**src/design/cfp_pkg.sv**
```systemverilog
// ----------------------------------------------------------------------------
// cfp_pkg
// shared types, codes and the crc-16 byte update for the frame parser
// ----------------------------------------------------------------------------
package cfp_pkg;

   // configuration port
   localparam int CSR_INDEX_W = 3;
   localparam int CSR_DATA_W  = 32;

   localparam logic [CSR_INDEX_W-1:0] CSR_HEAD_FIRST    = 3'd0;
   localparam logic [CSR_INDEX_W-1:0] CSR_TYPE_REQUEST  = 3'd1;
   localparam logic [CSR_INDEX_W-1:0] CSR_TYPE_RESPONSE = 3'd2;
   localparam logic [CSR_INDEX_W-1:0] CSR_TYPE_EVENT    = 3'd3;
   localparam logic [CSR_INDEX_W-1:0] CSR_TIMEOUT       = 3'd4;
   localparam logic [CSR_INDEX_W-1:0] CSR_MAX_LENGTH    = 3'd5;

   // frame status codes
   localparam logic [2:0] ST_OK      = 3'd0;
   localparam logic [2:0] ST_CRCERR  = 3'd1;
   localparam logic [2:0] ST_TIMEOUT = 3'd2;
   localparam logic [2:0] ST_NODATA  = 3'd3;
   localparam logic [2:0] ST_TOOLONG = 3'd4;

   // frame type codes
   localparam logic [1:0] FT_REQUEST  = 2'd0;
   localparam logic [1:0] FT_RESPONSE = 2'd1;
   localparam logic [1:0] FT_EVENT    = 2'd2;

   // result kinds
   localparam logic RK_PAYLOAD = 1'b0;
   localparam logic RK_STATUS  = 1'b1;

   // input kinds
   localparam logic FN_BYTE = 1'b0;
   localparam logic FN_TICK = 1'b1;

   // crc-16/ccitt-false
   localparam logic [15:0] CRC_INIT = 16'hFFFF;
   localparam logic [15:0] CRC_POLY = 16'h1021;

   // queue between front and back
   localparam int FIFO_DEPTH = 2;
   localparam int FIFO_PTR_W = 1;
   localparam int FIFO_CNT_W = 2;

   typedef struct packed {
      logic       func;
      logic [7:0] rx_byte;
   } req_type;

   typedef struct packed {
      logic        result_kind;
      logic [7:0]  payload_byte;
      logic [2:0]  frame_status;
      logic [1:0]  frame_type;
      logic [31:0] payload_length;
   } rsp_type;

   typedef struct packed {
      logic [7:0]  head_first_value;
      logic [7:0]  type_request_value;
      logic [7:0]  type_response_value;
      logic [7:0]  type_event_value;
      logic [31:0] timeout_ticks;
      logic [31:0] max_payload_length;
   } cfg_type;

   // classified item as it sits in the queue
   typedef struct packed {
      logic       is_tick;
      logic       is_head;
      logic       type_hit;
      logic [1:0] type_code;
      logic [7:0] rx_byte;
   } item_type;

   typedef struct packed {
      logic full;
      logic empty;
   } fifo_status_type;

   typedef enum logic [2:0] {
      PH_HUNT,
      PH_TYPE,
      PH_LEN,
      PH_DATA,
      PH_CRC
   } phase_type;

   function automatic logic [15:0] crc16_byte(input logic [15:0] crc, input logic [7:0] data);
      logic [15:0] c;
      c = crc ^ {data, 8'h00};
      for (int i = 0; i < 8; i++) begin
         c = c[15] ? ((c << 1) ^ CRC_POLY) : (c << 1);
      end
      return c;
   endfunction

endpackage

```
**src/design/cfp_front.sv**
```systemverilog
// ----------------------------------------------------------------------------
// cfp_front
// accepts input transactions and classifies them against the header values
// ----------------------------------------------------------------------------
module cfp_front (
   input  logic                     req_valid,
   output logic                     req_ready,
   input  cfp_pkg::req_type         req_data,
   input  cfp_pkg::cfg_type         cfg,
   input  cfp_pkg::fifo_status_type q_stat,
   output logic                     q_push,
   output cfp_pkg::item_type        q_item
);

   assign req_ready = !q_stat.full;
   assign q_push    = req_valid && !q_stat.full;

   always_comb begin
      q_item.is_tick = (req_data.func == cfp_pkg::FN_TICK);
      q_item.is_head = (req_data.rx_byte == cfg.head_first_value);
      q_item.rx_byte = req_data.rx_byte;
      // request wins over response, response over event
      q_item.type_hit  = 1'b1;
      q_item.type_code = cfp_pkg::FT_REQUEST;
      if (req_data.rx_byte == cfg.type_request_value) begin
         q_item.type_code = cfp_pkg::FT_REQUEST;
      end else if (req_data.rx_byte == cfg.type_response_value) begin
         q_item.type_code = cfp_pkg::FT_RESPONSE;
      end else if (req_data.rx_byte == cfg.type_event_value) begin
         q_item.type_code = cfp_pkg::FT_EVENT;
      end else begin
         q_item.type_hit = 1'b0;
      end
   end

endmodule

```
**src/design/cfp_fifo.sv**
```systemverilog
// ----------------------------------------------------------------------------
// cfp_fifo
// two-entry queue of classified items between front and back
// ----------------------------------------------------------------------------
module cfp_fifo (
   input  logic                     clock,
   input  logic                     reset,
   input  logic                     push,
   input  cfp_pkg::item_type        push_item,
   input  logic                     pop,
   output cfp_pkg::item_type        head_item,
   output cfp_pkg::fifo_status_type stat
);

   localparam logic [cfp_pkg::FIFO_CNT_W-1:0] DEPTH_CNT =
      cfp_pkg::FIFO_CNT_W'(cfp_pkg::FIFO_DEPTH);

   cfp_pkg::item_type                 mem_ff [cfp_pkg::FIFO_DEPTH];
   logic [cfp_pkg::FIFO_PTR_W-1:0]    wr_ptr_ff, wr_ptr_in;
   logic [cfp_pkg::FIFO_PTR_W-1:0]    rd_ptr_ff, rd_ptr_in;
   logic [cfp_pkg::FIFO_CNT_W-1:0]    count_ff, count_in;

   assign stat.full  = (count_ff == DEPTH_CNT);
   assign stat.empty = (count_ff == '0);
   assign head_item  = mem_ff[rd_ptr_ff];

   always_comb begin
      wr_ptr_in = push ? wr_ptr_ff + 1'b1 : wr_ptr_ff;
      rd_ptr_in = pop  ? rd_ptr_ff + 1'b1 : rd_ptr_ff;
      count_in  = count_ff;
      if (push && !pop) begin
         count_in = count_ff + 1'b1;
      end else if (pop && !push) begin
         count_in = count_ff - 1'b1;
      end
   end

   always_ff @(posedge clock) begin
      if (reset) begin
         wr_ptr_ff <= '0;
         rd_ptr_ff <= '0;
         count_ff  <= '0;
      end else begin
         wr_ptr_ff <= wr_ptr_in;
         rd_ptr_ff <= rd_ptr_in;
         count_ff  <= count_in;
      end
   end

   always_ff @(posedge clock) begin
      if (push) begin
         mem_ff[wr_ptr_ff] <= push_item;
      end
   end

endmodule

```
**src/design/cfp_back.sv**
```systemverilog
// ----------------------------------------------------------------------------
// cfp_back
// frame parser state machine with crc check and registered result stage
// ----------------------------------------------------------------------------
module cfp_back (
   input  logic                     clock,
   input  logic                     reset,
   input  cfp_pkg::cfg_type         cfg,
   input  cfp_pkg::item_type        item,
   input  cfp_pkg::fifo_status_type q_stat,
   output logic                     q_pop,
   output logic                     rsp_valid,
   input  logic                     rsp_ready,
   output cfp_pkg::rsp_type         rsp_data
);

   cfp_pkg::phase_type phase_ff, phase_in;
   logic [1:0]         len_cnt_ff, len_cnt_in;
   logic [31:0]        len_ff, len_in;
   logic [31:0]        data_cnt_ff, data_cnt_in;
   logic [15:0]        crc_ff, crc_in;
   logic [15:0]        rx_crc_ff, rx_crc_in;
   logic [1:0]         type_ff, type_in;
   logic               crc_cnt_ff, crc_cnt_in;
   logic [31:0]        idle_ff, idle_in;
   logic               seen_ff, seen_in;
   logic               rsp_valid_ff, rsp_valid_in;
   cfp_pkg::rsp_type   rsp_data_ff, rsp_data_in;

   logic               emit;
   cfp_pkg::rsp_type   emit_data;
   logic [31:0]        idle_inc;
   logic [31:0]        len_shift;
   logic [31:0]        data_cnt_inc;
   logic [15:0]        rx_crc_shift;
   logic [15:0]        crc_next;

   assign q_pop     = !q_stat.empty && (!rsp_valid_ff || rsp_ready);
   assign rsp_valid = rsp_valid_ff;
   assign rsp_data  = rsp_data_ff;

   assign idle_inc     = (idle_ff == '1) ? idle_ff : idle_ff + 32'd1;
   assign len_shift    = {len_ff[23:0], item.rx_byte};
   assign data_cnt_inc = data_cnt_ff + 32'd1;
   assign rx_crc_shift = {rx_crc_ff[7:0], item.rx_byte};
   assign crc_next     = cfp_pkg::crc16_byte(crc_ff, item.rx_byte);

   always_comb begin
      phase_in    = phase_ff;
      len_cnt_in  = len_cnt_ff;
      len_in      = len_ff;
      data_cnt_in = data_cnt_ff;
      crc_in      = crc_ff;
      rx_crc_in   = rx_crc_ff;
      type_in     = type_ff;
      crc_cnt_in  = crc_cnt_ff;
      idle_in     = idle_ff;
      seen_in     = seen_ff;

      emit                     = 1'b0;
      emit_data.result_kind    = cfp_pkg::RK_STATUS;
      emit_data.payload_byte   = 8'h00;
      emit_data.frame_status   = cfp_pkg::ST_OK;
      emit_data.frame_type     = type_ff;
      emit_data.payload_length = len_ff;

      if (q_pop) begin
         if (item.is_tick) begin
            idle_in = idle_inc;
            if (idle_inc >= cfg.timeout_ticks) begin
               emit = 1'b1;
               emit_data.frame_status = seen_ff ? cfp_pkg::ST_TIMEOUT : cfp_pkg::ST_NODATA;
            end
         end else begin
            idle_in = '0;
            seen_in = 1'b1;
            case (phase_ff)
               cfp_pkg::PH_HUNT: begin
                  if (item.is_head) begin
                     crc_in   = cfp_pkg::crc16_byte(cfp_pkg::CRC_INIT, item.rx_byte);
                     phase_in = cfp_pkg::PH_TYPE;
                  end
               end
               cfp_pkg::PH_TYPE: begin
                  if (item.type_hit) begin
                     type_in  = item.type_code;
                     crc_in   = crc_next;
                     phase_in = cfp_pkg::PH_LEN;
                  end else begin
                     phase_in = cfp_pkg::PH_HUNT;
                     crc_in   = cfp_pkg::CRC_INIT;
                     type_in  = cfp_pkg::FT_REQUEST;
                  end
               end
               cfp_pkg::PH_LEN: begin
                  crc_in     = crc_next;
                  len_in     = len_shift;
                  len_cnt_in = len_cnt_ff + 2'd1;
                  if (len_cnt_ff == 2'd3) begin
                     len_cnt_in = 2'd0;
                     if (len_shift > cfg.max_payload_length) begin
                        emit = 1'b1;
                        emit_data.frame_status   = cfp_pkg::ST_TOOLONG;
                        emit_data.payload_length = len_shift;
                     end else if (len_shift == '0) begin
                        phase_in = cfp_pkg::PH_CRC;
                     end else begin
                        phase_in = cfp_pkg::PH_DATA;
                     end
                  end
               end
               cfp_pkg::PH_DATA: begin
                  crc_in      = crc_next;
                  data_cnt_in = data_cnt_inc;
                  // count stays below length while in data, so equality ends it
                  if (data_cnt_inc == len_ff) begin
                     phase_in = cfp_pkg::PH_CRC;
                  end
                  emit = 1'b1;
                  emit_data.result_kind  = cfp_pkg::RK_PAYLOAD;
                  emit_data.payload_byte = item.rx_byte;
               end
               cfp_pkg::PH_CRC: begin
                  rx_crc_in  = rx_crc_shift;
                  crc_cnt_in = 1'b1;
                  if (crc_cnt_ff) begin
                     emit = 1'b1;
                     emit_data.frame_status = (rx_crc_shift == crc_ff) ?
                                              cfp_pkg::ST_OK : cfp_pkg::ST_CRCERR;
                  end
               end
               default: begin
                  phase_in = cfp_pkg::PH_HUNT;
               end
            endcase
         end

         // any status ends the frame
         if (emit && (emit_data.result_kind == cfp_pkg::RK_STATUS)) begin
            phase_in    = cfp_pkg::PH_HUNT;
            len_cnt_in  = '0;
            len_in      = '0;
            data_cnt_in = '0;
            crc_in      = cfp_pkg::CRC_INIT;
            rx_crc_in   = '0;
            type_in     = cfp_pkg::FT_REQUEST;
            crc_cnt_in  = 1'b0;
            idle_in     = '0;
            seen_in     = 1'b0;
         end
      end

      // result register
      rsp_valid_in = rsp_valid_ff;
      rsp_data_in  = rsp_data_ff;
      if (q_pop) begin
         rsp_valid_in = emit;
         rsp_data_in  = emit_data;
      end else if (rsp_ready) begin
         rsp_valid_in = 1'b0;
      end
   end

   always_ff @(posedge clock) begin
      if (reset) begin
         phase_ff     <= cfp_pkg::PH_HUNT;
         len_cnt_ff   <= '0;
         len_ff       <= '0;
         data_cnt_ff  <= '0;
         crc_ff       <= cfp_pkg::CRC_INIT;
         rx_crc_ff    <= '0;
         type_ff      <= cfp_pkg::FT_REQUEST;
         crc_cnt_ff   <= 1'b0;
         idle_ff      <= '0;
         seen_ff      <= 1'b0;
         rsp_valid_ff <= 1'b0;
      end else begin
         phase_ff     <= phase_in;
         len_cnt_ff   <= len_cnt_in;
         len_ff       <= len_in;
         data_cnt_ff  <= data_cnt_in;
         crc_ff       <= crc_in;
         rx_crc_ff    <= rx_crc_in;
         type_ff      <= type_in;
         crc_cnt_ff   <= crc_cnt_in;
         idle_ff      <= idle_in;
         seen_ff      <= seen_in;
         rsp_valid_ff <= rsp_valid_in;
      end
   end

   always_ff @(posedge clock) begin
      rsp_data_ff <= rsp_data_in;
   end

endmodule

```
**src/design/crc_checked_frame_parser.sv**
```systemverilog
// ----------------------------------------------------------------------------
// crc_checked_frame_parser
// serial frame deframer with crc-16/ccitt-false check and idle timeout
// ----------------------------------------------------------------------------
// flow: an accepted transaction is written into the queue; the parser step then
//   pops it and writes its result into the result register that drives rsp_valid
// throughput: one transaction per cycle unless a held result stalls the parser
//   step (one table-free crc byte update and one 32-bit compare per item)
// reset: synchronous, active high; parser hunts for a header, queue and result
//   register empty, configuration back to its reset values; no clearing pass
// ----------------------------------------------------------------------------
module crc_checked_frame_parser (
   input  logic                                clock,
   input  logic                                reset,
   // input transactions: received bytes and idle ticks
   input  logic                                req_valid,
   output logic                                req_ready,
   input  cfp_pkg::req_type                    req_data,
   // result transactions: payload bytes and frame status
   output logic                                rsp_valid,
   input  logic                                rsp_ready,
   output cfp_pkg::rsp_type                    rsp_data,
   // configuration writes
   input  logic                                csr_we,
   input  logic [cfp_pkg::CSR_INDEX_W-1:0]     csr_index,
   input  logic [cfp_pkg::CSR_DATA_W-1:0]      csr_wdata
);

   cfp_pkg::cfg_type         cfg_ff, cfg_in;
   cfp_pkg::fifo_status_type q_stat;
   cfp_pkg::item_type        q_item;
   cfp_pkg::item_type        q_head;
   logic                     q_push;
   logic                     q_pop;

   // configuration registers, unknown indexes are dropped
   always_comb begin
      cfg_in = cfg_ff;
      if (csr_we) begin
         case (csr_index)
            cfp_pkg::CSR_HEAD_FIRST:    cfg_in.head_first_value    = csr_wdata[7:0];
            cfp_pkg::CSR_TYPE_REQUEST:  cfg_in.type_request_value  = csr_wdata[7:0];
            cfp_pkg::CSR_TYPE_RESPONSE: cfg_in.type_response_value = csr_wdata[7:0];
            cfp_pkg::CSR_TYPE_EVENT:    cfg_in.type_event_value    = csr_wdata[7:0];
            cfp_pkg::CSR_TIMEOUT:       cfg_in.timeout_ticks       = csr_wdata;
            cfp_pkg::CSR_MAX_LENGTH:    cfg_in.max_payload_length  = csr_wdata;
            default: begin
               cfg_in = cfg_ff;
            end
         endcase
      end
   end

   always_ff @(posedge clock) begin
      if (reset) begin
         cfg_ff.head_first_value    <= 8'd0;
         cfg_ff.type_request_value  <= 8'd0;
         cfg_ff.type_response_value <= 8'd1;
         cfg_ff.type_event_value    <= 8'd2;
         cfg_ff.timeout_ticks       <= 32'd1000;
         cfg_ff.max_payload_length  <= 32'd4096;
      end else begin
         cfg_ff <= cfg_in;
      end
   end

   // front: accept and classify
   cfp_front u_front (
      .req_valid (req_valid),
      .req_ready (req_ready),
      .req_data  (req_data),
      .cfg       (cfg_ff),
      .q_stat    (q_stat),
      .q_push    (q_push),
      .q_item    (q_item)
   );

   // queue between front and back
   cfp_fifo u_fifo (
      .clock     (clock),
      .reset     (reset),
      .push      (q_push),
      .push_item (q_item),
      .pop       (q_pop),
      .head_item (q_head),
      .stat      (q_stat)
   );

   // back: parse, check crc, drive results
   cfp_back u_back (
      .clock     (clock),
      .reset     (reset),
      .cfg       (cfg_ff),
      .item      (q_head),
      .q_stat    (q_stat),
      .q_pop     (q_pop),
      .rsp_valid (rsp_valid),
      .rsp_ready (rsp_ready),
      .rsp_data  (rsp_data)
   );

   // payload byte results never carry a status code
   a_payload_status : assert property (@(posedge clock) disable iff (reset)
      (rsp_valid && rsp_data.result_kind == cfp_pkg::RK_PAYLOAD) |->
         rsp_data.frame_status == cfp_pkg::ST_OK)
      else $error("payload result with nonzero status");

   // status results carry a zero byte and a known code
   a_status_form : assert property (@(posedge clock) disable iff (reset)
      (rsp_valid && rsp_data.result_kind == cfp_pkg::RK_STATUS) |->
         (rsp_data.payload_byte == 8'h00 &&
          (rsp_data.frame_status == cfp_pkg::ST_OK ||
           rsp_data.frame_status == cfp_pkg::ST_CRCERR ||
           rsp_data.frame_status == cfp_pkg::ST_TIMEOUT ||
           rsp_data.frame_status == cfp_pkg::ST_NODATA ||
           rsp_data.frame_status == cfp_pkg::ST_TOOLONG)))
      else $error("malformed status result");

   // a frame type is never the unused code
   a_frame_type : assert property (@(posedge clock) disable iff (reset)
      rsp_valid |-> rsp_data.frame_type != 2'd3)
      else $error("bad frame type");

   // coming out of reset the queue and result register are empty
   a_reset_empty : assert property (@(posedge clock)
      (!reset && $past(reset)) |-> (q_stat.empty && !rsp_valid))
      else $error("state left over after reset");

endmodule
```
**config.mk**
```make
export PLATFORM = sky130hd
export DESIGN_NAME = crc_checked_frame_parser
export DESIGN_NICKNAME = d
export VERILOG_FILES = /design/src/design/cfp_pkg.sv /design/src/design/cfp_front.sv /design/src/design/cfp_fifo.sv /design/src/design/cfp_back.sv /design/src/design/crc_checked_frame_parser.sv
export SDC_FILE = /design/constraint.sdc
export NUM_CORES = 1
export LEC_CHECK = 0
export ABC_AREA = 1
export BUFFER_PORTS_ARGS = -buffer_cell sky130_fd_sc_hd__buf_2
export CAP_MARGIN = 20
export CELL_PAD_IN_SITES_DETAIL_PLACEMENT = 1
export CELL_PAD_IN_SITES_GLOBAL_PLACEMENT = 1
export CORE_UTILIZATION = 40
export DETAILED_ROUTE_END_ITERATION = 16
export PLACE_DENSITY_LB_ADDON = 0.08
export SLEW_MARGIN = 0
export SYNTH_ARGS = -nofsm -noshare
export SYNTH_HDL_FRONTEND = slang
export SYNTH_SLANG_ARGS = --single-unit
```
**constraint.sdc**
```tcl
create_clock -name clock -period 4.7 [get_ports clock]
set_clock_uncertainty 0.15 [all_clocks]
set_input_delay 0.47 -clock clock [delete_from_list [all_inputs] [get_ports clock]]
set_output_delay 0.47 -clock clock [all_outputs]
set_load 0.03 [all_outputs]
```
=== After elaboration in Yosys (flattened, before gate mapping) ===
Memory sizes are Yosys's and may differ from the RTL's. A register that Yosys moved wholly into a read port is not among the register bits.
Cells that the tools add are included.

* Flip-flop bits (word level): 276
* Memory bits (writable): 26
* Input port bits: 49
* Output and inout port bits: 48
* Word-level logic and storage cells: 204
* Memories: 1

* Add/sub/neg operators: 7
* $lt $le $gt $ge: 2
* Eq/ne operators: 24
* Mux-type cells: 91
* Bitwise operators: 18
* Reductions and logical operators: 36

{| class="wikitable"
|+ Memory list
! name !! words !! bits a word !! rd ports !! clocked after Yosys merged registers in !! wr ports !! line !! RTL
|-
| u_fifo.mem_ff || 2 || 13 || 1 || 1 || 1 || cfp_fifo.sv:18 || <nowiki>cfp_pkg::item_type mem_ff [cfp_pkg::FIFO_DEPTH];</nowiki>
|}

{| class="wikitable"
|+ Operators with widths
! cell !! count
|-
| 32-bit two-way mux || 13
|-
| 13-bit two-way mux || 16
|-
| 32-bit by 1-bit adder with 32-bit output (second input constant) || 2
|-
| 16-bit two-way mux || 4
|-
| 3-bit inverter || 16
|-
| 16-bit case mux with 3 select lines || 1
|-
| 3-bit two-way mux || 12
|-
| 32-bit == test || 1
|-
| 32-bit == test (second input constant) || 1
|-
| 8-bit == test || 4
|-
| 32-bit greater-or-equal comparator || 1
|-
| 32-bit greater-than comparator || 1
|-
| 32-bit logical NOT || 1
|-
| 2-bit two-way mux || 14
|-
| 9-bit two-way mux || 3
|-
| 8-bit two-way mux || 3
|-
| 1-bit two-way mux || 22
|-
| 16-bit == test || 1
|-
| 16-bit inverter || 1
|-
| 16-bit XOR || 1
|-
| 3-bit case mux with 5 select lines || 1
|-
| 2-bit AND reduction || 7
|-
| 3-bit by 2-bit == test with 1-bit output (second input constant) || 4
|-
| 3-bit AND reduction || 4
|-
| other kinds (22) || 44
|}

=== Longest topological paths before layout ===
Gate-level depths: netlist (run 1).

* Depth in word-level cells: 21
* Gate-level depth with buffers: 32
* Depth with buffers taken out: 30

=== Modules after synthesis ===
A second synthesis (run 1) with hierarchy kept.

* Cell total of the unflattened synthesis: 2,484
* Area, all modules: 17,615.6 µm²

{| class="wikitable"
|+ Modules (own cells, without submodules)
! module !! instances !! cells an instance !! area an instance (µm²) !! seq. area each (µm²)
|-
| cfp_back || 1 || 1,746 || 11,985.2 || 3,983.8
|-
| crc_checked_frame_parser || 1 || 559 || 3,838.7 || 1,921.8
|-
| cfp_fifo || 1 || 73 || 1,202.4 || 880.8
|-
| cfp_front || 1 || 106 || 589.3 || 0.0
|}

=== Least setup slack after synthesis (run 1) ===
OpenSTA, ideal clock, no wires.

* Kind: reg2reg
* Start: reg u_back.idle_ff[0]
* End: reg u_back.len_ff[18]
* Setup time: 120 ps
* Arrival time: 3,557 ps
* Required time: 4,430 ps
* Path slack: 873 ps
* Cell stages (with the launch flop): 26
* Path buffers: 2
* Period minus slack after synthesis: 3,827 ps
* Cell sequence: dfxtp_1 > ha_1 > inv_1 > nor3_1 > nand2_1 > nor3_1 > nand3_1 > nor3_1 > nand2_1 > xor2_1 > ha_1 > nand2_1 > nor2_1 > nor3b_2 > and3_1 > nand4_1 > nand3_1 > nand2_2 > nand2_1 > nand2_2 > inv_2 > nand2_1 > buf_6 > buf_6 > o21ai_0 > a21oi_1

* Longest elaborated chain between the ends: 9
* Elaborated cells on any way between the ends: 12
* Classes of those cells: add/sub (1); order compare (1); eq/ne (2); mux (5); reduce/logical (3)

{| class="wikitable"
|+ RTL lines
! what !! line !! RTL
|-
| from (decl) || cfp_back.sv:25 || <nowiki>logic [31:0] idle_ff, idle_in;</nowiki>
|-
| from (signal assigned) || cfp_back.sv:186 || <nowiki>idle_ff <= idle_in;</nowiki>
|-
| 32-bit by 1-bit adder with 32-bit output or 32-bit == test (tied branches) || cfp_back.sv:42 || <nowiki>assign idle_inc = (idle_ff == '1) ? idle_ff : idle_ff + 32'd1;</nowiki>
|-
| 32-bit two-way mux * || cfp_back.sv:42 ||
|-
| 32-bit greater-or-equal comparator * || cfp_back.sv:70 || <nowiki>if (idle_inc >= cfg.timeout_ticks) begin</nowiki>
|-
| 1-bit two-way mux * || cfp_back.sv:70 ||
|-
| 1-bit two-way mux * || cfp_back.sv:68 || <nowiki>if (item.is_tick) begin</nowiki>
|-
| 1-bit two-way mux * || cfp_back.sv:67 || <nowiki>if (q_pop) begin</nowiki>
|-
| 1-bit logical AND * || cfp_back.sv:139 || <nowiki>if (emit && (emit_data.result_kind == cfp_pkg::RK_STATUS)) begin</nowiki>
|-
| 2-bit by 1-bit inequality test with 1-bit output (no source line) or 2-bit nonzero test (tied branches) || -- ||
|-
| 3-bit AND reduction (no source line) || -- ||
|-
| to (signal assigned) || cfp_back.sv:180 || <nowiki>len_ff <= len_in;</nowiki>
|-
| to (decl) || cfp_back.sv:19 || <nowiki>logic [31:0] len_ff, len_in;</nowiki>
|}

Every way passes the cells marked *; elsewhere a longest branch is shown, timed or not. The select of a mux whose other input is x is not followed.
A chain may end at the register's enable or synchronous reset.

=== Final worst setup path (run 1) ===
* Start: reg u_back.idle_ff[26]
* End: reg u_back.len_ff[13]

The elaborated chain is that of the path after synthesis.

==> results.json, run 1 <==
{
  "run_status": "completed",
  "power_mw": 12.7,
  "post_synth_most_frequent_cells": "457 x sky130_fd_sc_hd__nand2_1, 292 x sky130_fd_sc_hd__nor2_1, 239 x sky130_fd_sc_hd__inv_1",
  "start_util_pct": 40.5,
  "drt_first_iter_violations": 861,
  "syn2layout_area_growth_pct": 14.6,
  "timing_hold_violations_final": 0,
  "worst-setup-path-type": "register to register",
  "vias": 15400,
  "synth-main-ff-cell": "sky130_fd_sc_hd__dfxtp_1",
  "cts_clk_pin_slew_worst_paths_ns": 0.06,
  "fp.dieW_um": 205,
  "io_pins": 97,
  "timing.hold.worst.class": "input port to register",
  "synth.ff_latch_count": 303,
  "grt_pass1_wl_mm": 85.7,
  "place.gp.congestion": 0.904,
  "critical-path-max-stage-delay_ns": 0.44,
  "worstSkewPairLatency_ns": 0.56,
  "synth.lib_cells_used.distinct": 52,
  "slowest_cell_on_the_critical_path": "sky130_fd_sc_hd__dfxtp_1",
  "period_minus_slack_ns": 4.32,
  "cts_root_buf": "sky130_fd_sc_hd__clkbuf_16",
  "buffer_ports.inserted": 96,
  "timing.final.setup_violations": 0,
  "yosysSeqAreaShare_pct": 41.1,
  "internal_power_mw": 6.99,
  "drtAntennaViolNets": 0,
  "firstDrtPassIters": 5,
  "cp_data_required_time_ns": 5.03,
  "switching_share_pct": 44.9,
  "clock_tree.buffer_depth": 3,
  "sort_of_element_at_the_start_of_the_critical_path": "register",
  "drv_slew": 0,
  "switching_power_mw": 5.70,
  "die_h_um": 205,
  "routed_wire_length_per_instance_um": 19.1,
  "dieArea_um2": 42100,
  "grt_pass1_vias": 15500,
  "postSynthNetCount": 2361,
  "yosys.cell_count.top_type": "sky130_fd_sc_hd__nand2_1",
  "max-vdd-ir-drop_v": 0.000414,
  "postLayoutCoreUtil_pct": 46.4,
  "synth_async_sr_flop_share_pct": 0,
  "grt_setup_unrepaired": "no",
  "cts.htree.levels": 2,
  "route.final.wire_length_mm": 55.3,
  "clkPwrFrac_pct": 23.0,
  "ys_top_cells_by_area": "sky130_fd_sc_hd__dfxtp_1 28%, sky130_fd_sc_hd__edfxtp_1 13%, sky130_fd_sc_hd__nand2_1 10%",
  "total_leakage_power_nw": 7.67,
  "path_cells": "inv_1, nor3_1, inv_1, nor4_2, buf_4, nand4_2, buf_4, nand2_1, ha_1, a21oi_1, o21ai_0, nand2_1, o211ai_1, a21oi_1, nand3_1, nand2_2, nand2_1, nand2_2, inv_4, nand2_2, buf_12, o21ai_0, a21oi_1",
  "p_comb_share_pct": 45.7,
  "warnings_from_yosys": 0,
  "clock_sinks": 303,
  "grt_max_degree": 91,
  "grt_use_total_pct": 26.4,
  "post-synth-top-area-cell": "sky130_fd_sc_hd__dfxtp_1",
  "fmaxAchievable_ghz": 0.232,
  "cap_viol_max_count": 0,
  "worst-endpoint-arrival_ns": 4.65,
  "syn_avg_cell_area_um2": 7.35,
  "dp_hpwl_mm": 40.6,
  "synthesis.area_um2": 16500,
  "finalWorstSetupSlack_ns": 0.382,
  "final_nets": 2451,
  "synth_cells": 2244,
  "synth_top_cell_area_share_pct": 28.0,
  "tritoncts_clock_tree": "built",
  "worst_slew_pin_slew_ns": 1.15,
  "drc": 0,
  "seq_power_share_pct": 31.3,
  "pwrdens_nw_per_um2": 671,
  "cp_capture_type": "register",
  "placeableCoreArea_um2": 40700,
  "antenna_found_initial": 0,
  "timing.critical_path.fanout_max": 40,
  "cts-buffers-inserted": 37,
  "final.period_utilization_pct": 91.9,
  "average_via_count_per_standard_cell": 5.32,
  "global_route_overflow": 0,
  "floorplan.rows": 74,
  "final_layout_size_suffix_gt1_share_pct": 11.1,
  "synth_enable_flop_cells": 72,
  "preCtsSetupSlack_ns": -0.0586,
  "worst_slew_margin_rel_pct": 23.5,
  "num_antenna_cells": 0
}
[worst paths after layout]
| check | endpoint | cells past startpoint | start | slack, ns |
|---|---|---|---|---|
| max reg2reg | u_back.len_ff[13] | 23 | u_back.idle_ff[26] | 0.38 |
| max | u_back.len_ff[13] | 23 | u_back.idle_ff[26] | 0.38 |
| min reg2reg | u_back.rsp_data[32] | 0 | u_back.type_ff[0] | 0.29 |
| min | cfg_ff[40] | 3 | csr_wdata[8] | 0.07 |
[layout by cell type (no fill, tap or decap), types with 11 or more instances in the layout]
cell and instances:
sky130_fd_sc_hd__dfxtp_1 230, sky130_fd_sc_hd__inv_1 239, sky130_fd_sc_hd__a21oi_1 182, sky130_fd_sc_hd__nor4_1 14, sky130_fd_sc_hd__ha_1 67, sky130_fd_sc_hd__buf_4 27, sky130_fd_sc_hd__xnor2_1 35, sky130_fd_sc_hd__nor2_1 291
sky130_fd_sc_hd__buf_2 96, sky130_fd_sc_hd__or2_2 12, sky130_fd_sc_hd__o21ai_0 219, sky130_fd_sc_hd__nor3_1 21, sky130_fd_sc_hd__nand2_1 455, sky130_fd_sc_hd__nand2_2 12, sky130_fd_sc_hd__xor2_1 47, sky130_fd_sc_hd__edfxtp_1 72
sky130_fd_sc_hd__o211ai_1 11, sky130_fd_sc_hd__clkbuf_16 39, sky130_fd_sc_hd__a22oi_1 23, sky130_fd_sc_hd__nand3_1 104, sky130_fd_sc_hd__nand4_1 32
[through the flow]
step	TNS, ns	instances	hold slack (ns)	instance area, um2
floorplan	0	2244	0.253	16500
global placement	0	2821	0.273	17500
detailed placement	-0.433	2823	0.269	17600
CTS	0	2893	0.0397	18800
global route	0	2895	0.0662	18900
finish	0	2895	0.0665	18900
[registers in the layout (all words and copies together) (netlist names), named ones only]
signal / flops
cfg_ff: 96
u_back.rsp_data: 46
u_back.data_cnt_ff: 32
u_back.idle_ff: 32
u_back.len_ff: 32
u_fifo.mem_ff: 26
u_back.crc_ff: 16
u_back.rx_crc_ff: 8
u_back.phase_ff: 3
u_back.len_cnt_ff: 2
u_back.type_ff: 2
u_fifo.count_ff: 2
u_back.crc_cnt_ff: 1
u_back.rsp_valid: 1
u_back.seen_ff: 1
u_fifo.rd_ptr_ff: 1
u_fifo.wr_ptr_ff: 1
[logic make-up (layout without fill, tap and decap cells)]
family / after synthesis / after routing / synth area share (%)
and+or+nand+nor: 978 / 978 / 25.1
muxes: 3 / 3 / 0.182
adders and majority gates: 68 / 68 / 5.16
DFF: 303 / 303 / 41.1
buffers and inverters: 331 / 450 / 8.03
AOI/OAI and AO/OA: 473 / 473 / 15.4
xor gates and xnor gates: 88 / 88 / 5.02
[power by group through the flow]
stage | clock network, mW | registers (mW) | logic, mW
final | 2.92 | 3.98 | 5.80
after global placement | 0 | 4.01 | 5.60
after global routing | 3.08 | 4.05 | 6.38
after floorplan | 0 | 4.20 | 3.59
after CTS | 2.99 | 3.98 | 5.78
after detailed placement | 0 | 4.02 | 5.73
[per-layer routing]
layer  vias up  share of wire (%)  global-route usage [%]
li1       7583                  -                       -
met3        64                3.8                    3.50
met2       283                 47                    44.0
met4         0                1.9                    6.64
met5         -                  0                       0
met1      7461                 47                    35.8
[cell type report]
| type | count | area, um2 |
|---|---|---|
| multi-input cells | 1610 | 8450 |
| inverters | 248 | 941 |
| repair buffers | 134 | 831 |
| well taps | 532 | 666 |
| clock buffers | 55 | 1110 |
| clock inverters | 13 | 120 |
| flip-flops and latches | 303 | 6790 |
| fillers | 5135 | 21800 |
[critical path: cells and delay by family, from the launching register on]
kind            cells  cell delay [ns]
flops               1             0.44
compound gates      6             0.87
buf+inv             6             0.90
simple gates       10             1.59
fa+ha+maj           1             0.26
[what timing repair did]
| action | CTS | global route |
|---|---|---|
| endpoints found under the hold margin | 3 | 0 |
| cloned | 0 | 0 |
| endpoints found under the setup margin | 9 | 121 |
| pin swaps | 0 | 3 |
| resized for setup | 1 | 20 |
| hold buffers | 2 | 0 |
| setup buffers | 0 | 2 |
Power figures use the tool's default switching activity.
==> run 2: changes to the inputs <==
==> constraint.sdc (replaced) <==
create_clock -name clock -period 5.35 [get_ports clock]
set_clock_uncertainty 0.15 [all_clocks]
set_input_delay 0.535 -clock clock [delete_from_list [all_inputs] [get_ports clock]]
set_output_delay 0.535 -clock clock [all_outputs]
set_load 0.03 [all_outputs]
==> run 2 against run 1 <==
Largest cell class unchanged; final area fell by 0.83%; highest routed layer unchanged; critical path type unchanged; total power is 13% lower; largest power group unchanged; flip-flop and latch count unchanged; maximum frequency fell by 12%; sequential power is 12% lower; non-clock buffer count down 15.
==> results.json, run 2 (synthesized netlist as in run 1, its figures left out) <==
{
  "worst-setup-path-type": "register to register",
  "floorplan.rows": 74,
  "timing.critical_path.fanout_max": 50,
  "worst_case_reg_to_reg_path_depth": 28,
  "cts_root_buf": "sky130_fd_sc_hd__clkbuf_16",
  "crit-reg2reg-capture": "u_back.len_ff[22]",
  "buffer_ports.inserted": 96,
  "cts-buffers-inserted": 37,
  "worst_slew_pin_slew_ns": 1.01,
  "grt_max_degree": 68,
  "internal_power_mw": 6.11,
  "grt_setup_unrepaired": "yes",
  "cp_capture_type": "register",
  "final_cell_mix": "456 x sky130_fd_sc_hd__nand2_1, 291 x sky130_fd_sc_hd__nor2_1, 239 x sky130_fd_sc_hd__inv_1",
  "io_pins": 97,
  "run_status": "completed",
  "start_util_pct": 40.5,
  "cts.htree.levels": 2,
  "place.gp.congestion": 0.902,
  "clkPwrFrac_pct": 23.8,
  "sort_of_element_at_the_start_of_the_critical_path": "register",
  "clock_sinks": 303,
  "final_common_cell": "sky130_fd_sc_hd__nand2_1",
  "top_register": "cfg_ff",
  "final_nets": 2437,
  "clock_tree.buffer_depth": 3,
  "drv_slew": 0,
  "route.final.wire_length_mm": 54.9,
  "p_comb_share_pct": 44.8,
  "hold_path_depth": 1,
  "pwrdens_nw_per_um2": 592,
  "total_leakage_power_nw": 7.58,
  "period_minus_slack_ns": 4.90,
  "fp.dieW_um": 205,
  "cts_hold_buffers": 0,
  "crit_end": "u_back.len_ff[22]",
  "crit_path_start": "u_back.idle_ff[0]",
  "timing.final.setup_violations": 0,
  "seq_power_share_pct": 31.5,
  "grt_pass1_wl_mm": 86.4,
  "crit-reg2reg-launch": "u_back.idle_ff[0]",
  "final_layout_size_suffix_gt1_share_pct": 10.3,
  "antenna_found_initial": 0,
  "global_route_overflow": 0,
  "critical-path-max-stage-delay_ns": 0.38,
  "slowest_cell_on_the_critical_path": "sky130_fd_sc_hd__dfxtp_1",
  "average_via_count_per_standard_cell": 5.33,
  "max_reg_flops": 96,
  "rrSetupSlack_ns": 0.45,
  "fmaxAchievable_ghz": 0.204,
  "worst-endpoint-arrival_ns": 5.19,
  "num_antenna_cells": 0,
  "drc": 0,
  "drt_first_iter_violations": 1055,
  "dieArea_um2": 42100,
  "critical_path.most_common_cell": "sky130_fd_sc_hd__nand2_1",
  "switching_share_pct": 45.0,
  "switching_power_mw": 5.00,
  "cap_viol_max_count": 0,
  "dp_hpwl_mm": 40.5,
  "grt_use_total_pct": 26.4,
  "grt_pass1_vias": 15500,
  "timing_hold_violations_final": 0,
  "vias": 15400,
  "final.period_utilization_pct": 91.6,
  "postLayoutCoreUtil_pct": 46.0,
  "tritoncts_clock_tree": "built",
  "firstDrtPassIters": 5,
  "max-vdd-ir-drop_v": 0.000312,
  "die_h_um": 205,
  "placeableCoreArea_um2": 40700,
  "worstSkewPairLatency_ns": 0.56,
  "power_mw": 11.1,
  "syn2layout_area_growth_pct": 13.7,
  "worst_slew_margin_rel_pct": 32.9,
  "cts_clk_pin_slew_worst_paths_ns": 0.07,
  "cp_data_required_time_ns": 5.64,
  "timing.hold.worst.class": "input port to register",
  "routed_wire_length_per_instance_um": 19.0,
  "drtAntennaViolNets": 0
}
[run 2: timing repair]
action	in CTS	in global routing
buffers inserted	0	1
setup endpoints to repair	0	59
resized for setup	0	4
[run 2: worst min-delay path by stage]
stage / start / endpoint / slack (ns)
6_report: req_data[8] / u_fifo.mem_ff[1][12] / 0.03
5_1_grt: req_data[8] / u_fifo.mem_ff[1][12] / 0.03
4_1_cts: req_data[8] / u_fifo.mem_ff[0][12] / 0.001
3_5_place_dp: u_back.type_ff[0] / u_back.rsp_data[32] / 0.27
3_3_place_gp: u_back.type_ff[0] / u_back.rsp_data[32] / 0.27
2_1_floorplan: u_back.type_ff[0] / u_back.rsp_data[32] / 0.25
[run 2: layout make-up]
cell class	count	area (um2)
fill	5167	22000
multi-input combinational	1610	8410
sequential	303	6790
clock buffer	50	1050
inverter	248	937
timing repair buffer	119	682
tap	532	666
clock inverter	18	205
timing repair inverter	1	7.51
[run 2: worst max-delay path: cells and delay by family (launching register included)]
kind,cells,cell delay (ns)
xor gates and xnor gates,1,0.16
AOI/OAI and AO/OA,3,0.43
DFF,1,0.38
buffers and inverters,4,0.64
and+or+nand+nor,18,2.48
adders and majority gates,2,0.52
[run 2: power groups by stage]
| stage | clock [mW] | combinational, mW | sequential, mW |
|---|---|---|---|
| 6_report | 2.64 | 4.97 | 3.49 |
| 5_1_grt | 2.78 | 5.53 | 3.55 |
| 4_1_cts | 2.71 | 4.97 | 3.49 |
| 3_5_place_dp | 0 | 4.94 | 3.54 |
| 3_3_place_gp | 0 | 4.83 | 3.53 |
| 2_1_floorplan | 0 | 3.15 | 3.69 |
[run 2: layer usage]
| metal | wire, um | up-vias | GRT usage [%] |
|---|---|---|---|
| met2 | 25300 | 286 | 42.2 |
| met1 | 25900 | 7442 | 36.4 |
| met5 | 0 | - | 0 |
| li1 | - | 7551 | - |
| met3 | 2140 | 90 | 3.64 |
| met4 | 1540 | 0 | 9.23 |
[run 2: through the flow]
step	instance area [um2]	instances	hold slack (ns)	TNS [ns]	worst slack (ns)
detailed placement	17500	2810	0.271	0	0.316
floorplan	16500	2244	0.253	0	1.52
finish	18700	2881	0.0326	0	0.452
global route	18700	2881	0.0294	-0.123	-0.0342
global placement	17400	2809	0.266	0	0.470
CTS	18700	2878	0.00104	0	0.247
==> run 3: changes to the inputs <==
--- a/config.mk
+++ b/config.mk
@@ -8,9 +8,7 @@
 export ABC_AREA = 1
 export BUFFER_PORTS_ARGS = -buffer_cell sky130_fd_sc_hd__buf_2
 export CAP_MARGIN = 20
-export CELL_PAD_IN_SITES_DETAIL_PLACEMENT = 1
-export CELL_PAD_IN_SITES_GLOBAL_PLACEMENT = 1
-export CORE_UTILIZATION = 40
+export CORE_UTILIZATION = 45
 export DETAILED_ROUTE_END_ITERATION = 16
 export PLACE_DENSITY_LB_ADDON = 0.08
 export SLEW_MARGIN = 0
==> run 3 against run 2 <==
The run now ends with design-rule violations left; register-to-register slack improved by 0.12 ns; worst setup slack improved by 0.12 ns; final cell count decreased by 2.6%; clock power decreased by 5%; highest routed layer unchanged; sequential power hardly changed; total power is 2.0% lower; flip-flop and latch count is the same; largest cell class unchanged; first-iteration DRC count is 4.7% higher; hold slack gained 0.0015 ns; maximum frequency is 2.5% higher; sequential share of layout area increased by 0.31 points.
==> results.json, run 3 (synthesized netlist as in run 1, its figures left out) <==
{
  "run_status": "finished, violations left",
  "violated_checks": "design-rule violations",
  "placeableCoreArea_um2": 35800,
  "cp_data_required_time_ns": 5.64,
  "instances_no_fill": 2805,
  "finalWorstSetupSlack_ns": 0.573,
  "filler_cell_count": 3548,
  "total_leakage_power_nw": 7.56,
  "path_cells": "ha_1, inv_1, nor3_2, nand2_1, nor3_1, nand3_1, nor3_1, nand2_1, xor2_1, ha_1, nand2_1, nor2_1, nor3b_2, and3_1, nand4_1, nand3_1, nand2_2, nand2_1, nand2_2, buf_4, a21oi_4, clkinvlp_4, nor2_1, nor2_1",
  "crit-reg2reg-capture": "u_back.rx_crc_ff[0]",
  "crit-reg2reg-launch": "u_back.idle_ff[0]",
  "grt_pass1_vias": 14000,
  "fmaxAchievable_ghz": 0.209,
  "cp_top_family": "simple AND/OR/NAND/NOR gates",
  "worst-endpoint-arrival_ns": 5.07,
  "preCtsSetupSlack_ns": 0.446,
  "clock_sinks": 303,
  "cts_post_setup_buffers_inserted": 0,
  "buffer_ports.inserted": 96,
  "timing.hold.worst.class": "input port to register",
  "pwrdens_nw_per_um2": 586,
  "worst_slew_margin_rel_pct": 32.4,
  "cts-buffers-inserted": 35,
  "average_via_count_per_standard_cell": 5.35,
  "multi_input_area_um2": 8410,
  "grt_setup_unrepaired": "no",
  "grt_use_total_pct": 26.1,
  "top_register": "cfg_ff",
  "io_pins": 97,
  "syn2layout_area_growth_pct": 12.7,
  "place.gp.congestion": 0.922,
  "final_common_cell": "sky130_fd_sc_hd__nand2_1",
  "cp_capture_type": "register",
  "regArea_um2": 6790,
  "critical_path.most_common_cell": "sky130_fd_sc_hd__nand2_1",
  "power_mw": 10.9,
  "dieArea_um2": 37400,
  "clock_tree.buffer_depth": 3,
  "timing.final.setup_violations": 0,
  "switching_share_pct": 44.6,
  "final_layout_size_suffix_gt1_share_pct": 10.0,
  "final.period_utilization_pct": 89.3,
  "seq_power_share_pct": 32.1,
  "routed_wire_length_per_instance_um": 17.6,
  "worstSkewPairLatency_ns": 0.56,
  "hold_path_depth": 1,
  "antenna_found_initial": 0,
  "grt_max_degree": 97,
  "worst_case_reg_to_reg_path_depth": 24,
  "period_minus_slack_ns": 4.78,
  "timing_hold_violations_final": 0,
  "drt_first_iter_violations": 1105,
  "postLayoutCoreUtil_pct": 51.9,
  "tritoncts_clock_tree": "built",
  "rrSetupSlack_ns": 0.57,
  "worst-path-buf-inv": 3,
  "critical-path-max-stage-delay_ns": 0.39,
  "die_h_um": 193,
  "whs_ns": 0.0341,
  "switching_power_mw": 4.86,
  "cts_root_buf": "sky130_fd_sc_hd__clkbuf_16",
  "cap_viol_max_count": 0,
  "num_antenna_cells": 0,
  "dp_hpwl_mm": 35.6,
  "clkPwrFrac_pct": 23.1,
  "slowest_cell_on_the_critical_path": "sky130_fd_sc_hd__dfxtp_1",
  "max_reg_flops": 96,
  "cts_hold_buffers": 0,
  "worst-setup-path-type": "register to register",
  "global_route_overflow": 0,
  "vias": 15000,
  "fp.dieW_um": 193,
  "p_comb_share_pct": 44.9,
  "hold_end": "u_fifo.mem_ff[1][12]",
  "final_area_um2": 18600,
  "placedCellCount": 2740,
  "final_nets": 2434,
  "internal_power_mw": 6.03,
  "timing.critical_path.fanout_max": 20,
  "drtAntennaViolNets": 0,
  "grt_pass1_wl_mm": 77.1,
  "drv_slew": 0,
  "dpl_cell_area_um2": 17400,
  "drc": 5,
  "worst_slew_pin_slew_ns": 1.01,
  "sort_of_element_at_the_start_of_the_critical_path": "register",
  "cts.htree.levels": 2,
  "setup_tns_ns": 0,
  "hold_path.startpoint": "req_data[8]",
  "route.final.wire_length_mm": 49.3,
  "firstDrtPassIters": 13,
  "cts_clk_pin_slew_worst_paths_ns": 0.06,
  "start_util_pct": 46.0,
  "final_cell_mix": "456 x sky130_fd_sc_hd__nand2_1, 291 x sky130_fd_sc_hd__nor2_1, 239 x sky130_fd_sc_hd__inv_1",
  "floorplan.rows": 69,
  "max-vdd-ir-drop_v": 0.000266
}
[run 3: cell count changes in the layout (fill, tap and decap cells not counted)]
cell / change
sky130_fd_sc_hd__nor3_1: +1
sky130_fd_sc_hd__clkinv_8: +1
sky130_fd_sc_hd__clkbuf_1: +1
sky130_fd_sc_hd__inv_4: -2
sky130_fd_sc_hd__clkbuf_4: -1
sky130_fd_sc_hd__clkinv_2: +2
sky130_fd_sc_hd__nor3_2: -1
sky130_fd_sc_hd__bufinv_16: -1
sky130_fd_sc_hd__clkbuf_16: -1
sky130_fd_sc_hd__clkinv_1: -1
sky130_fd_sc_hd__inv_6: -1
sky130_fd_sc_hd__clkinvlp_4: -3
sky130_fd_sc_hd__clkbuf_8: +1
[run 3: final cells by class]
cell class | count | share of cell area, %
inverter | 248 | 5.04
sequential | 303 | 36.5
timing repair buffer | 119 | 3.67
clock buffer | 50 | 5.57
tap | 461 | 3.10
clock inverter | 14 | 0.868
multi-input combinational | 1610 | 45.2
[run 3: timing repair]
| action | in CTS | in global routing |
|---|---|---|
| endpoints found under the hold margin | 0 | 0 |
| gates resized for setup | 0 | 2 |
| endpoints found under the setup margin | 0 | 8 |
[run 3: how the worst max path moves through the flow]
stage	from	endpoint	slack, ns	depth (start not counted)
after floorplan	u_back.idle_ff[0]	u_back.len_ff[17]	1.52	25
after global placement	u_back.idle_ff[0]	u_back.rx_crc_ff[7]	0.57	24
after detailed placement	u_back.idle_ff[0]	u_back.rx_crc_ff[7]	0.45	24
after CTS	u_back.idle_ff[0]	u_back.rx_crc_ff[0]	0.42	24
after global routing	u_back.idle_ff[0]	u_back.rx_crc_ff[0]	0.15	24
final	u_back.idle_ff[0]	u_back.rx_crc_ff[0]	0.57	24
[run 3: routing by layer]
metal / global-route usage [%] / part of all wire, % / vias to the layer above
li1: - / - / 7565
met2: 41.4 / 44 / 422
met5: 0 / 0 / -
met4: 7.91 / 2.3 / 0
met1: 36.8 / 47 / 6959
met3: 3.78 / 6.1 / 70
[run 3: power groups by stage]
stage / sequential, mW / combinational (mW) / clock [mW]
after floorplan: 3.69 / 3.15 / 0
after global placement: 3.52 / 4.82 / 0
after detailed placement: 3.52 / 4.86 / 0
after CTS: 3.48 / 4.88 / 2.56
after global routing: 3.54 / 5.41 / 2.64
final: 3.49 / 4.88 / 2.51
[run 3: worst reg2reg max path, cell delays in order (launching register included)]
cell and delay [ns]:
sky130_fd_sc_hd__dfxtp_1 0.39, sky130_fd_sc_hd__ha_1 0.22, sky130_fd_sc_hd__inv_1 0.09, sky130_fd_sc_hd__nor3_2 0.20, sky130_fd_sc_hd__nand2_1 0.15, sky130_fd_sc_hd__nor3_1 0.17, sky130_fd_sc_hd__nand3_1 0.14, sky130_fd_sc_hd__nor3_1 0.32
sky130_fd_sc_hd__nand2_1 0.12, sky130_fd_sc_hd__xor2_1 0.18, sky130_fd_sc_hd__ha_1 0.28, sky130_fd_sc_hd__nand2_1 0.04, sky130_fd_sc_hd__nor2_1 0.11, sky130_fd_sc_hd__nor3b_2 0.24, sky130_fd_sc_hd__and3_1 0.26, sky130_fd_sc_hd__nand4_1 0.10
sky130_fd_sc_hd__nand3_1 0.18, sky130_fd_sc_hd__nand2_2 0.13, sky130_fd_sc_hd__nand2_1 0.10, sky130_fd_sc_hd__nand2_2 0.08, sky130_fd_sc_hd__buf_4 0.25, sky130_fd_sc_hd__a21oi_4 0.31, sky130_fd_sc_hd__clkinvlp_4 0.27, sky130_fd_sc_hd__nor2_1 0.15
sky130_fd_sc_hd__nor2_1 0.06
